[config.mk]
export PLATFORM = sky130hd
export DESIGN_NAME = dither_swing_tracker
export DESIGN_NICKNAME = d
export VERILOG_FILES = /design/src/rtl/core/dst_pkg.sv /design/src/rtl/core/dst_cfg_regs.sv /design/src/rtl/core/dst_swing_track.sv /design/src/rtl/core/dst_tick_seq.sv /design/src/rtl/core/dither_swing_tracker.sv
export SDC_FILE = /design/constraint.sdc
export NUM_CORES = 1
export LEC_CHECK = 0
export ABC_AREA = 0
export BUFFER_PORTS_ARGS = -buffer_cell sky130_fd_sc_hd__buf_2
export CORE_MARGIN = 5
export CORE_UTILIZATION = 55
export CTS_BUF_LIST = sky130_fd_sc_hd__clkbuf_4
export DETAILED_ROUTE_END_ITERATION = 6
export PLACE_DENSITY = 0.73
export RECOVER_POWER = 50
export SLEW_MARGIN = 20
export SYNTH_ARGS = -nofsm -noshare
export SYNTH_HDL_FRONTEND = slang
export SYNTH_SLANG_ARGS = --single-unit
[constraint.sdc]
create_clock -name clk -period 11.05 [get_ports clk]
set_input_delay 2.21 -clock clk [delete_from_list [all_inputs] [get_ports clk]]
set_output_delay 2.21 -clock clk [all_outputs]
set_load 0.02 [all_outputs]
[src/rtl/core/dst_pkg.sv]
package dst_pkg;

  localparam int MagBits     = 16;
  localparam int IntervalBits = 24;
  localparam int PosBits     = 32;
  localparam int CfgIdxBits  = 2;
  localparam int CfgDataBits = 24;

  typedef logic signed [MagBits-1:0]  mag_t;
  typedef logic [IntervalBits-1:0]    interval_t;
  typedef logic signed [PosBits-1:0]  pos_t;
  typedef logic [PosBits-1:0]         swing_t;

  typedef enum logic [CfgIdxBits-1:0] {
    REG_TORQUE_MAGNITUDE    = 2'd0,
    REG_FLIP_INTERVAL_TICKS = 2'd1,
    REG_MEASURE_TICKS       = 2'd2
  } cfg_reg_t;

  localparam mag_t      MAG_RESET     = 16'sd40;
  localparam interval_t FLIP_RESET    = 24'd20;
  localparam interval_t MEASURE_RESET = 24'd6000;

  typedef struct packed {
    mag_t      torque_magnitude;
    interval_t flip_interval_ticks;
    interval_t measure_ticks;
  } cfg_t;

  typedef struct packed {
    logic start_measure;
    logic stop_request;
    logic feedback_ok;
    logic drive_enabled;
    pos_t position_sample;
  } tick_t;

  // Window control from the tick sequencer to the swing tracker.
  typedef struct packed {
    logic clear;
    logic sample;
    logic flip;
  } win_ctl_t;

endpackage

[src/rtl/core/dst_cfg_regs.sv]
module dst_cfg_regs (
  input  logic                               clk,
  input  logic                               rst_n,
  input  logic                               cfg_wr_en,
  input  logic [dst_pkg::CfgIdxBits-1:0]     cfg_index,
  input  logic [dst_pkg::CfgDataBits-1:0]    cfg_wdata,
  output dst_pkg::cfg_t                      cfg
);
  import dst_pkg::*;

  cfg_t cfg_r;

  always_ff @(posedge clk) begin
    if (!rst_n) begin
      cfg_r.torque_magnitude    <= MAG_RESET;
      cfg_r.flip_interval_ticks <= FLIP_RESET;
      cfg_r.measure_ticks       <= MEASURE_RESET;
    end else if (cfg_wr_en) begin
      unique case (cfg_reg_t'(cfg_index))
        REG_TORQUE_MAGNITUDE:    cfg_r.torque_magnitude    <= mag_t'(cfg_wdata[MagBits-1:0]);
        REG_FLIP_INTERVAL_TICKS: cfg_r.flip_interval_ticks <= cfg_wdata[IntervalBits-1:0];
        REG_MEASURE_TICKS:       cfg_r.measure_ticks       <= cfg_wdata[IntervalBits-1:0];
        default: ;
      endcase
    end
  end

  assign cfg = cfg_r;

endmodule

[src/rtl/core/dst_swing_track.sv]
module dst_swing_track (
  input  logic              clk,
  input  logic              rst_n,
  input  logic              step,
  input  dst_pkg::win_ctl_t ctl,
  input  dst_pkg::pos_t     pos,
  output dst_pkg::swing_t   best_nxt
);
  import dst_pkg::*;

  logic   valid_r, valid_nxt;
  pos_t   low_r, low_nxt;
  pos_t   high_r, high_nxt;
  swing_t best_r;

  logic   v0, v1;
  pos_t   l0, h0, l1, h1;
  swing_t b0, swing;

  always_comb begin
    v0 = ctl.clear ? 1'b0 : valid_r;
    l0 = ctl.clear ? '0 : low_r;
    h0 = ctl.clear ? '0 : high_r;
    b0 = ctl.clear ? '0 : best_r;

    v1 = v0;
    l1 = l0;
    h1 = h0;
    if (ctl.sample) begin
      if (!v0) begin
        l1 = pos;
        h1 = pos;
        v1 = 1'b1;
      end else begin
        if (pos < l0) l1 = pos;
        if (pos > h0) h1 = pos;
      end
    end

    // The swing wraps to 32 bits, as the difference of two signed samples may.
    swing     = swing_t'(h1) - swing_t'(l1);
    valid_nxt = v1;
    low_nxt   = l1;
    high_nxt  = h1;
    best_nxt  = b0;
    if (ctl.flip && v1) begin
      if (swing > b0) best_nxt = swing;
      low_nxt  = pos;
      high_nxt = pos;
    end
  end

  always_ff @(posedge clk) begin
    if (!rst_n) begin
      valid_r <= 1'b0;
      low_r   <= '0;
      high_r  <= '0;
      best_r  <= '0;
    end else if (step) begin
      valid_r <= valid_nxt;
      low_r   <= low_nxt;
      high_r  <= high_nxt;
      best_r  <= best_nxt;
    end
  end

endmodule

[src/rtl/core/dst_tick_seq.sv]
module dst_tick_seq #(
  parameter int TICK_COUNT_BITS = 24
) (
  input  logic              clk,
  input  logic              rst_n,
  input  logic              step,
  input  dst_pkg::cfg_t     cfg,
  input  dst_pkg::tick_t    tick,
  output dst_pkg::win_ctl_t ctl,
  output dst_pkg::mag_t     torque_nxt,
  output logic              done_nxt
);
  import dst_pkg::*;

  localparam int CW    = TICK_COUNT_BITS;
  localparam int CMP_W = (CW > IntervalBits) ? CW : IntervalBits;

  typedef logic [CW-1:0] count_t;

  localparam count_t COUNT_MAX = '1;

  logic   running_r, running_nxt;
  count_t elapsed_r, elapsed_nxt;
  count_t since_r, since_nxt;
  mag_t   drive_r, drive_nxt;
  mag_t   held_r;
  logic   done_r;

  logic   run, end_now, active, flip_due;
  count_t el0, sf0, sf1;
  mag_t   dl0, held0;
  logic   done0;

  always_comb begin
    run   = tick.start_measure | running_r;
    el0   = tick.start_measure ? '0 : elapsed_r;
    sf0   = tick.start_measure ? '0 : since_r;
    dl0   = tick.start_measure ? cfg.torque_magnitude : drive_r;
    held0 = tick.start_measure ? '0 : held_r;
    done0 = tick.start_measure ? 1'b0 : done_r;
    sf1   = sf0;

    end_now  = run && (tick.stop_request ||
               (CMP_W'(el0) >= CMP_W'(cfg.measure_ticks)));
    active   = run && !end_now;
    flip_due = CMP_W'(sf0) >= CMP_W'(cfg.flip_interval_ticks);

    ctl.clear  = tick.start_measure;
    ctl.sample = active && tick.feedback_ok && tick.drive_enabled;
    ctl.flip   = active && tick.feedback_ok && flip_due;

    running_nxt = run && !end_now;
    elapsed_nxt = el0;
    since_nxt   = sf0;
    drive_nxt   = dl0;
    torque_nxt  = held0;
    done_nxt    = done0;

    if (end_now) begin
      torque_nxt = '0;
      done_nxt   = 1'b1;
    end else if (active) begin
      if (ctl.flip) begin
        drive_nxt = (dl0 > 0) ? -cfg.torque_magnitude : cfg.torque_magnitude;
        sf1       = '0;
      end
      if (tick.feedback_ok) torque_nxt = drive_nxt;
      elapsed_nxt = (el0 == COUNT_MAX) ? el0 : el0 + 1'b1;
      since_nxt   = (sf1 == COUNT_MAX) ? sf1 : sf1 + 1'b1;
    end
  end

  always_ff @(posedge clk) begin
    if (!rst_n) begin
      running_r <= 1'b0;
      elapsed_r <= '0;
      since_r   <= '0;
      drive_r   <= '0;
      held_r    <= '0;
      done_r    <= 1'b0;
    end else if (step) begin
      running_r <= running_nxt;
      elapsed_r <= elapsed_nxt;
      since_r   <= since_nxt;
      drive_r   <= drive_nxt;
      held_r    <= torque_nxt;
      done_r    <= done_nxt;
    end
  end

endmodule

[src/rtl/core/dither_swing_tracker.sv]
// An input transfer enters the tick register; its result goes to the result
// register. One tick per cycle unless out_stall holds the result register: the
// tick register feeds one pass of counters, compares and a 32-bit subtraction.
// Reset (rst_n low, synchronous) returns the registers to their defaults, stops
// any measurement and empties both pipeline registers.
module dither_swing_tracker #(
  parameter int TICK_COUNT_BITS = 24
) (
  input  logic                            clk,
  input  logic                            rst_n,

  input  logic                            cfg_wr_en,
  input  logic [dst_pkg::CfgIdxBits-1:0]  cfg_index,
  input  logic [dst_pkg::CfgDataBits-1:0] cfg_wdata,

  input  logic                            in_valid,
  output logic                            in_stall,
  input  logic                            in_start_measure,
  input  logic                            in_stop_request,
  input  logic                            in_feedback_ok,
  input  logic                            in_drive_enabled,
  input  logic signed [31:0]              in_position_sample,

  output logic                            out_valid,
  input  logic                            out_stall,
  output logic signed [15:0]              out_torque_command,
  output logic [31:0]                     out_largest_swing,
  output logic                            out_finished
);
  import dst_pkg::*;

  cfg_t     cfg;
  tick_t    tick_r;
  logic     tick_valid_r;
  logic     step;
  win_ctl_t ctl;
  mag_t     torque_nxt;
  logic     done_nxt;
  swing_t   best_nxt;

  logic     out_valid_r;
  mag_t     out_torque_r;
  swing_t   out_swing_r;
  logic     out_done_r;

  // A tick is processed when the result register is free or being drained.
  assign step     = tick_valid_r && (!out_valid_r || !out_stall);
  assign in_stall = tick_valid_r && !step;

  always_ff @(posedge clk) begin
    if (!rst_n) begin
      tick_valid_r <= 1'b0;
    end else if (!in_stall) begin
      tick_valid_r <= in_valid;
    end
  end

  always_ff @(posedge clk) begin
    if (!in_stall && in_valid) begin
      tick_r.start_measure   <= in_start_measure;
      tick_r.stop_request    <= in_stop_request;
      tick_r.feedback_ok     <= in_feedback_ok;
      tick_r.drive_enabled   <= in_drive_enabled;
      tick_r.position_sample <= in_position_sample;
    end
  end

  dst_cfg_regs u_cfg (
    .clk       (clk),
    .rst_n     (rst_n),
    .cfg_wr_en (cfg_wr_en),
    .cfg_index (cfg_index),
    .cfg_wdata (cfg_wdata),
    .cfg       (cfg)
  );

  dst_tick_seq #(
    .TICK_COUNT_BITS (TICK_COUNT_BITS)
  ) u_seq (
    .clk        (clk),
    .rst_n      (rst_n),
    .step       (step),
    .cfg        (cfg),
    .tick       (tick_r),
    .ctl        (ctl),
    .torque_nxt (torque_nxt),
    .done_nxt   (done_nxt)
  );

  dst_swing_track u_swing (
    .clk      (clk),
    .rst_n    (rst_n),
    .step     (step),
    .ctl      (ctl),
    .pos      (tick_r.position_sample),
    .best_nxt (best_nxt)
  );

  always_ff @(posedge clk) begin
    if (!rst_n) begin
      out_valid_r <= 1'b0;
    end else if (step) begin
      out_valid_r <= 1'b1;
    end else if (!out_stall) begin
      out_valid_r <= 1'b0;
    end
  end

  always_ff @(posedge clk) begin
    if (step) begin
      out_torque_r <= torque_nxt;
      out_swing_r  <= best_nxt;
      out_done_r   <= done_nxt;
    end
  end

  assign out_valid          = out_valid_r;
  assign out_torque_command = out_torque_r;
  assign out_largest_swing  = out_swing_r;
  assign out_finished       = out_done_r;

endmodule
== Word-level counts from Yosys, hierarchy flattened ==
Index checks and enable logic that the tools add are counted.
Storage, ports and cells
  input port bits: 67
  output and inout bits: 51
  register bits: 330
Cells by class
  reductions and logical operators: 20
  equality and inequality tests: 5
  add/subtract/negate cells: 4
  $lt $le $gt $ge: 6
  bitwise operators: 1
  mux-type cells: 39
Operator list (count)
  $mux W32: 13
  $mux W24: 11
  $mux W16: 9
  $gt A32 B32 Y1: 2
  $add A24 B1 Y24 const B: 2
  $eq A24 B24 Y1 const B: 2
  $ge A24 B24 Y1: 2
  $lt A32 B32 Y1: 1
  $sub A32 B32 Y32: 1
  $gt A16 B1 Y1 const B: 1
  $neg A16 Y16: 1
  $logic_and A1 B1 Y1: 9
  $mux W1: 6
  $reduce_and A2 Y1: 3
  $logic_not A1 Y1: 5
  $eq A2 B1 Y1 const B: 1
  $eq A2 B2 Y1 const B: 1
  $logic_not A2 Y1: 1
  $logic_or A1 B1 Y1: 2
  $ne A2 B1 Y1 const B: 1
  $or A1 B1 Y1: 1

== Logic depth before layout (Yosys ltp) ==
Gate-level depths: netlist of the first run.
  depth after elaboration: 15
  gate-level depth with buffers: 40
  mapped depth without buffers: 32

== Hierarchy ==
Synthesis of the first run repeated with hierarchy kept, for this count alone.
Second synthesis, totals
  cells, all modules: 2571
  area, all modules: 21987.3 um^2
By module, submodules not included
  dst_swing_track: times used 1, cells each 1310, sequential area each 1941.9 um^2, area an instance 10010.9 um^2
  dst_tick_seq: times used 1, cells each 919, sequential area each 1641.6 um^2, area an instance 6811.5 um^2
  dither_swing_tracker: times used 1, cells each 93, sequential area each 2592.5 um^2, area an instance 2636.3 um^2
  dst_cfg_regs: times used 1, cells each 249, sequential area each 1281.2 um^2, area an instance 2528.7 um^2

== Least setup slack after synthesis of the first run ==
No wires, ideal clock.
  kind: flip-flop to flip-flop
  start: register tick_r[35] (netlist bit)
  end: register out_swing_r[23], in the netlist out_largest_swing[23], data pin
  library setup time: 262 ps
  buffers on the path: 9
  path slack: 2763 ps
  cell stages (with the launch flop): 38
  data arrival time: 8025 ps
  period minus slack after synthesis: 8287 ps
  path through: edfxtp_1 buf_2 buf_2 buf_2 buf_1 clkbuf_1 clkbuf_1 nor2b_1 ha_1 a21o_1 a21o_1 a21oi_1 o221ai_1 a21o_1 nor4b_4 buf_4 mux2_2 ha_1 [2 not listed] a21boi_0 o311a_1 o21ai_0 a21boi_0 a31o_2 a21oi_1 xor2_1 inv_1 ha_1 nand4_1 nor2_1 and3_1 nand4_1 o21ai_0 nand3_4 buf_6 buf_4 mux2_1
On the way
  cells in the longest elaborated chain, start to end: 13
  elaborated cells on any way between the ends: 30
RTL lines
  start, declared: line dither_swing_tracker.sv:33  | tick_t tick_r;
  $mux W24: line dst_tick_seq.sv:36  | el0 = tick.start_measure ? '0 : elapsed_r;
  $ge A24 B24 Y1: line dst_tick_seq.sv:44  | (CMP_W'(el0) >= CMP_W'(cfg.measure_ticks)));
  $logic_or A1 B1 Y1: line dst_tick_seq.sv:43  | end_now = run && (tick.stop_request ||
  $logic_and A1 B1 Y1: line dst_tick_seq.sv:43
  $logic_not A1 Y1: line dst_tick_seq.sv:45  | active = run && !end_now;
  $logic_and A1 B1 Y1: line dst_tick_seq.sv:45
  $logic_and A1 B1 Y1: line dst_tick_seq.sv:49, dst_tick_seq.sv:50
  $logic_and A1 B1 Y1: line dst_tick_seq.sv:49  | ctl.sample = active && tick.feedback_ok && tick.drive_enabled;
  $mux W32: line dst_swing_track.sv:29  | if (ctl.sample) begin
  $sub A32 B32 Y32: line dst_swing_track.sv:41  | swing = swing_t'(h1) - swing_t'(l1);
  $gt A32 B32 Y1: line dst_swing_track.sv:47  | if (swing > b0) best_nxt = swing;
  $mux W32: line dst_swing_track.sv:47
  $mux W32 (*): line dst_swing_track.sv:46  | if (ctl.flip && v1) begin
  net best_nxt[23]: line dither_swing_tracker.sv:39  | swing_t best_nxt;
  end signal, assigned: line dither_swing_tracker.sv:112  | out_swing_r <= best_nxt;
  end, declared: line dither_swing_tracker.sv:43  | swing_t out_swing_r;
The timed path passes the listed nets; every way through them passes the cells marked *.
A chain may end at the register's enable or synchronous reset.

== Worst setup path after layout of the first run ==
  start: input port out_stall
  end: register u_seq.elapsed_r[5]
On the way
  cells in the longest elaborated chain, start to end: 3
RTL lines
  start, declared: line dither_swing_tracker.sv:25  | input logic out_stall,
  $logic_not A1 Y1
  $logic_or A1 B1 Y1: line dither_swing_tracker.sv:47  | assign step = tick_valid_r && (!out_valid_r || !out_stall);
  $logic_and A1 B1 Y1: line dither_swing_tracker.sv:47
  end signal, assigned: line dst_tick_seq.sv:83  | elapsed_r <= elapsed_nxt;
  end, declared: line dst_tick_seq.sv:23  | count_t elapsed_r, elapsed_nxt;
No other way between the ends.

==> results.sh, run 1 <==
export IMPL_p_leak_uw=0.00879
export IMPL_p_per_area_nw_per_um2=129
export IMPL_grt_setup_unrepaired="false"
export IMPL_place_gp_congestion=0.936
export IMPL_irDropWorstVdd_mv=0.0883
export IMPL_final_cell_area_um2=22200
export IMPL_yosysSeqAreaShare_pct=36.7
export IMPL_worstSetupPathType="in2reg"
export IMPL_wl_per_cell_um=18.8
export IMPL_synth_cell_type_count=90
export IMPL_core_area_um2=36500
export IMPL_nets=2767
export IMPL_r2r_end="u_swing.best_r[24]"
export IMPL_antenna_left=0
export IMPL_hold_path_class="reg2reg"
export IMPL_top_layer_used="met4"
export IMPL_ys_seq_elements=330
export IMPL_cts_clk_slew_worst_paths_ns=0.06
export IMPL_fmax_mhz=101
export IMPL_final_cell_mix="465 x nand2_1, 245 x dfxtp_1, 214 x a21oi_1, 176 x ha_1, 137 x inv_1"
export IMPL_violations="capacitance limit, slew limit"
export IMPL_synth_top_cell_area_share_pct=24.1
export IMPL_min_delay_start="u_swing.low_r[24]"
export IMPL_final_common_cell="nand2_1"
export IMPL_slew_violations=443
export IMPL_cp_end_kind="flip-flop"
export IMPL_met2_wirelength_um=25200
export IMPL_synth_top_area_cell="dfxtp_1"
export IMPL_antenna_found_initial=1
export IMPL_synth_nets=2664
export IMPL_first_iter_violations=1845
export IMPL_vias=18571
export IMPL_synth_area_leaders="dfxtp_1 24%, edfxtp_1 13%, ha_1 11%"
export IMPL_drive_above_1_share_pct=11.9
export IMPL_start_kind="input pin"
export IMPL_cts_hold_buffers=0
export IMPL_die_w_um=202
export IMPL_start_util_pct=55.6
export IMPL_cts_setup_buffers=0
export IMPL_max_slew_worst_pin_slew_ns=3.92
export IMPL_areaGrowthSynthToFinish_pct=9.09
export IMPL_grt_max_degree=95
export IMPL_ctsResizeCount=0
export IMPL_avgSynthCellArea_um2=8.39
export IMPL_yosysWarnings=0
export IMPL_grt_overflow=0
export IMPL_min_period_ns=9.91
export IMPL_cts_buffers=90
export IMPL_fill_cells=3311
export IMPL_cp_arrival_ns=10.40
export IMPL_maxCapViolCount=6
export IMPL_rows=70
export IMPL_clk_path_buf_depth=3
export IMPL_min_to="u_swing.low_r[24]"
export IMPL_grt_pass1_wl_um=91800
export IMPL_syn_inst=2420
export IMPL_drc=0
export IMPL_worstHoldPathCells=2
export IMPL_grt_pass1_vias=17839
export IMPL_synth_edff_count=85
export IMPL_ios=118
export IMPL_setup_viol_count_final=0
export IMPL_syn_area_um2=20300
export IMPL_slew_limit_headroom_pct=-162
export IMPL_cts_tree="built"
export IMPL_drtPass1Iterations=6
export IMPL_reg2reg_slack_ns=1.41
export IMPL_r2r_start="tick_r[35]"
export IMPL_dr_wl_met3_um=5260
export IMPL_final_period_utilization_pct=89.7
export IMPL_cp_required_ns=11.55
export IMPL_post_dp_hpwl_um=40600
export IMPL_met1Wirelength_um=25800
export IMPL_reg2reg_depth=33
export IMPL_die_h_um=202
export IMPL_hold_viol_final=0
export IMPL_vias_per_cell=6.06
export IMPL_die_area_um2=40900
export IMPL_grt_util_all_layers_pct=27.0
export IMPL_port_buffers=117
export IMPL_async_reset_ff_share_pct=0
export IMPL_worstPathMaxFanout=83
export IMPL_clock_sinks=330
export IMPL_clockRootBuffer="clkbuf_4"
export IMPL_place_area_um2=21100
export IMPL_tns_ns=0
export IMPL_skew_ns=0.0619
export IMPL_h_tree_depth=3
export IMPL_ys_flop_type="dfxtp_1"
export IMPL_outcome="complete, but fails checks"
export IMPL_drt_wl_total_um=57500
export IMPL_clock_latency_ns=0.78
## cell families (layout without fill, tap and decap cells)
group,count (synthesis),after routing,synth area share [%]
AND/OR/NAND/NOR,868,868,19.9
XOR/XNOR,47,47,2.03
multiplexers,66,66,3.82
flip-flops,330,330,36.7
adder cells (fa/ha/maj),177,177,10.9
AO/OA/AOI/OAI,666,666,21.4
buffers and inverters,266,439,5.16
other,0,1,0
## critical path, stage by stage
cell and delay, ns:
clkbuf_1 0.09, nand2_1 0.06, nand2_1 0.75, clkinvlp_2 2.35, clkbuf_1 2.70, nand2_1 1.60
nand2_1 0.35, xor2_1 0.18, nor2_1 0.05
## state kept, by name, summed over array words and instances (netlist names)
signal              flops
out_finished            1
out_largest_swing      32
out_torque_command     16
out_valid               1
tick_r                 36
tick_valid_r            1
u_cfg.cfg              64
u_seq.done_r            1
u_seq.drive_r          16
u_seq.elapsed_r        24
u_seq.held_r           16
u_seq.running_r         1
u_seq.since_r          24
u_swing.best_r         32
u_swing.high_r         32
u_swing.low_r          32
u_swing.valid_r         1
## how the worst max path moves through the flow
stage | from | end | slack, ns | cells past startpoint
after CTS | tick_r[35] | u_swing.best_r[23] | 1.55 | 33
after detailed placement | tick_r[35] | u_swing.best_r[29] | 1.59 | 33
after global placement | tick_r[35] | u_swing.best_r[28] | 1.90 | 33
after floorplan | tick_r[35] | out_largest_swing[23] | 2.76 | 37
final | out_stall | u_seq.elapsed_r[5] | 1.14 | 9
after global routing | out_stall | u_seq.elapsed_r[5] | 0.40 | 9
## metal layers
layer / vias up / GRT usage (%)
met5: - / 0
met3: 105 / 6.79
met2: 778 / 41.1
met4: 0 / 9.51
li1: 8946 / -
met1: 8742 / 37.6
## cell usage after synthesis, types with 29 or more instances
library cell	instances
a21o_1	43
a21oi_1	214
clkbuf_1	99
dfxtp_1	245
edfxtp_1	85
ha_1	176
inv_1	139
mux2_2	29
nand2_1	465
nand3_1	47
nand4_1	53
nor2_1	101
nor2b_1	73
o211ai_1	80
o21ai_0	121
xnor2_1	35
## where the power goes
group	total [uW]	switching (uW)	internal, uW
combinational	480	304	177
sequential	1310	29.7	1280
clock	1080	532	545
total	2870	865	2000
## final cells by class
class / instances / area (um^2) / area share, %
clock buffers: 131 / 983 / 4.44
well taps: 468 / 586 / 2.64
flip-flops and latches: 330 / 7460 / 33.6
repair buffers: 137 / 653 / 2.95
diodes: 1 / 2.50 / 0.0113
inverters: 140 / 528 / 2.38
multi-input cells: 1824 / 11800 / 53.3
clock inverters: 31 / 134 / 0.604
## per-stage QoR
step | worst slack, ns | utilization (%) | power [uW] | instances | hold WS, ns
finish | 1.14 | 60.7 | 2870 | 3062 | 0.451
global route | 0.402 | 60.7 | 3020 | 3062 | 0.462
CTS | 1.55 | 60.9 | 2880 | 3061 | 0.453
detailed placement | 1.59 | 57.9 | 1810 | 2899 | 0.444
global placement | 1.90 | 57.9 | 1790 | 2899 | 0.433
floorplan | 2.76 | - | 1660 | 2420 | 0.425
(Power assumes the default switching activity.)
==> inputs of run 2 (changes only) <==
CORE_MARGIN = 4   (was 5)
==> run 2 against run 1 <==
The flow still finishes with violations (capacitance limit, slew limit). Final cell count rose by 0.20%. Clock skew shrank 0.018 ns. Fmax barely moved. Power is essentially flat. Setup slack worse by 0.0082 ns. Sequential power about the same. First-iteration DRC count decreased by 20%. Core utilization about the same. Clock-buffer cell count up 1.
==> results.sh, run 2 (synthesis results as in run 1) <==
export IMPL_clock_sinks=330
export IMPL_first_iter_violations=1483
export IMPL_ios=118
export IMPL_cts_clk_slew_worst_paths_ns=0.06
export IMPL_postLayoutCoreUtil_pct=60.7
export IMPL_reg2reg_depth=34
export IMPL_path_buf_inv=5
export IMPL_reg2reg_slack_ns=1.13
export IMPL_die_area_um2=40100
export IMPL_min_to="u_swing.high_r[17]"
export IMPL_max_slew_worst_pin_slew_ns=4.17
export IMPL_hold_viol_final=0
export IMPL_rows=70
export IMPL_die_h_um=200
export IMPL_maxCapViolCount=8
export IMPL_cp_end_kind="flip-flop"
export IMPL_crit_path_max_incr_delay_ns=0.81
export IMPL_grt_overflow=0
export IMPL_critPathTopFamily="compound AO/OA/AOI/OAI gates"
export IMPL_crit_slowest_cell="inv_2"
export IMPL_drc=0
export IMPL_grt_max_degree=86
export IMPL_worstHoldPathCells=2
export IMPL_tns_ns=0
export IMPL_clock_latency_ns=0.78
export IMPL_vias=18602
export IMPL_start_kind="flip-flop"
export IMPL_grt_pass1_vias=17754
export IMPL_grt_util_all_layers_pct=27.2
export IMPL_grt_setup_unrepaired="false"
export IMPL_skew_ns=0.0437
export IMPL_p_per_area_nw_per_um2=129
export IMPL_r2r_end="u_swing.best_r[26]"
export IMPL_fmax_mhz=101
export IMPL_min_period_ns=9.92
export IMPL_areaGrowthSynthToFinish_pct=9.16
export IMPL_largest_reg_flops=64
export IMPL_cts_buffers=91
export IMPL_worstPathMaxFanout=55
export IMPL_post_dp_hpwl_um=40400
export IMPL_antenna_left=0
export IMPL_r2r_start="tick_r[35]"
export IMPL_p_leak_uw=0.00882
export IMPL_h_tree_depth=3
export IMPL_cts_setup_buffers=0
export IMPL_violations="capacitance limit, slew limit"
export IMPL_port_buffers=117
export IMPL_grt_pass1_wl_um=91300
export IMPL_clockRootBuffer="clkbuf_4"
export IMPL_slew_limit_headroom_pct=-178
export IMPL_place_gp_congestion=0.933
export IMPL_clk_path_buf_depth=3
export IMPL_die_w_um=200
export IMPL_setup_viol_count_final=0
export IMPL_outcome="complete, but fails checks"
export IMPL_antenna_found_initial=1
export IMPL_drive_above_1_share_pct=11.9
export IMPL_cp_arrival_ns=10.53
export IMPL_wl_per_cell_um=18.8
export IMPL_slew_violations=447
export IMPL_cp_required_ns=11.67
export IMPL_drtPass1Iterations=6
export IMPL_vias_per_cell=6.06
export IMPL_final_period_utilization_pct=89.7
export IMPL_min_delay_start="u_swing.high_r[17]"
export IMPL_start_util_pct=55.6
export IMPL_drt_wl_total_um=57600
export IMPL_cts_tree="built"
export IMPL_hold_path_class="reg2reg"
export IMPL_core_area_um2=36500
export IMPL_final_common_cell="nand2_1"
export IMPL_final_cell_mix="465 x nand2_1, 245 x dfxtp_1, 214 x a21oi_1, 176 x ha_1, 137 x inv_1"
export IMPL_irDropWorstVdd_mv=0.107
export IMPL_worstSetupPathType="reg2reg"
export IMPL_hold_ws_ns=0.451
export IMPL_ctsResizeCount=0
export IMPL_nets=2770
export IMPL_cts_hold_buffers=0
-- run 2: cell count changes in the layout (fill, tap and decap cells not counted), sizes merged --
cell,delta
clkbuf,+4
diode,+1
clkinvlp,-3
buf,-1
inv,+2
clkinv,+3
-- run 2: area by class of cell --
class | count | area, um^2
clock buffers | 132 | 991
multi-input cells | 1824 | 11800
fillers | 3317 | 14300
flip-flops and latches | 330 | 7460
diodes | 2 | 5.00
clock inverters | 33 | 133
inverters | 140 | 528
repair buffers | 139 | 659
well taps | 468 | 586
-- run 2: worst max path at each step --
stage / from / endpoint / slack [ns] / cells after the start
after floorplan: tick_r[35] / out_largest_swing[23] / 2.76 / 37
after global placement: tick_r[35] / u_swing.best_r[31] / 1.70 / 34
after detailed placement: tick_r[35] / u_swing.best_r[26] / 1.34 / 34
after CTS: tick_r[35] / u_swing.best_r[26] / 1.31 / 34
after global routing: tick_r[35] / u_swing.best_r[30] / 0.53 / 34
final: tick_r[35] / u_swing.best_r[26] / 1.13 / 34
-- run 2: worst register-to-register path, delay by kind of cell, from the launching register on --
kind / cells / cell delay, ns
adder cells (fa/ha/maj): 4 / 1.07
flip-flops: 1 / 0.36
AO/OA/AOI/OAI: 12 / 3.41
AND/OR/NAND/NOR: 11 / 2.37
buffers and inverters: 5 / 2.02
multiplexers: 1 / 0.28
XOR/XNOR: 1 / 0.26
-- run 2: per-layer routing --
layer  global-route usage, %  vias to the layer above  wire (um)
met3                    6.23                      132       4920
met5                       0                        -          0
met1                    38.1                     8795      26200
met2                    41.5                      734      25100
met4                    10.1                        0       1480
li1                        -                     8941          -
-- run 2: through the flow --
stage	total power [uW]	setup WS, ns	cell area [um^2]	cells
5_1_grt	3020	0.526	22200	3067
6_report	2870	1.13	22200	3068
3_3_place_gp	1790	1.70	21200	2901
2_1_floorplan	1660	2.76	20300	2420
4_1_cts	2890	1.31	22300	3066
3_5_place_dp	1800	1.34	21200	2901
-- run 2: where the power goes --
| part | switching, uW | internal, uW |
|---|---|---|
| clock | 538 | 550 |
| sequential | 29.2 | 1280 |
| combinational | 298 | 175 |
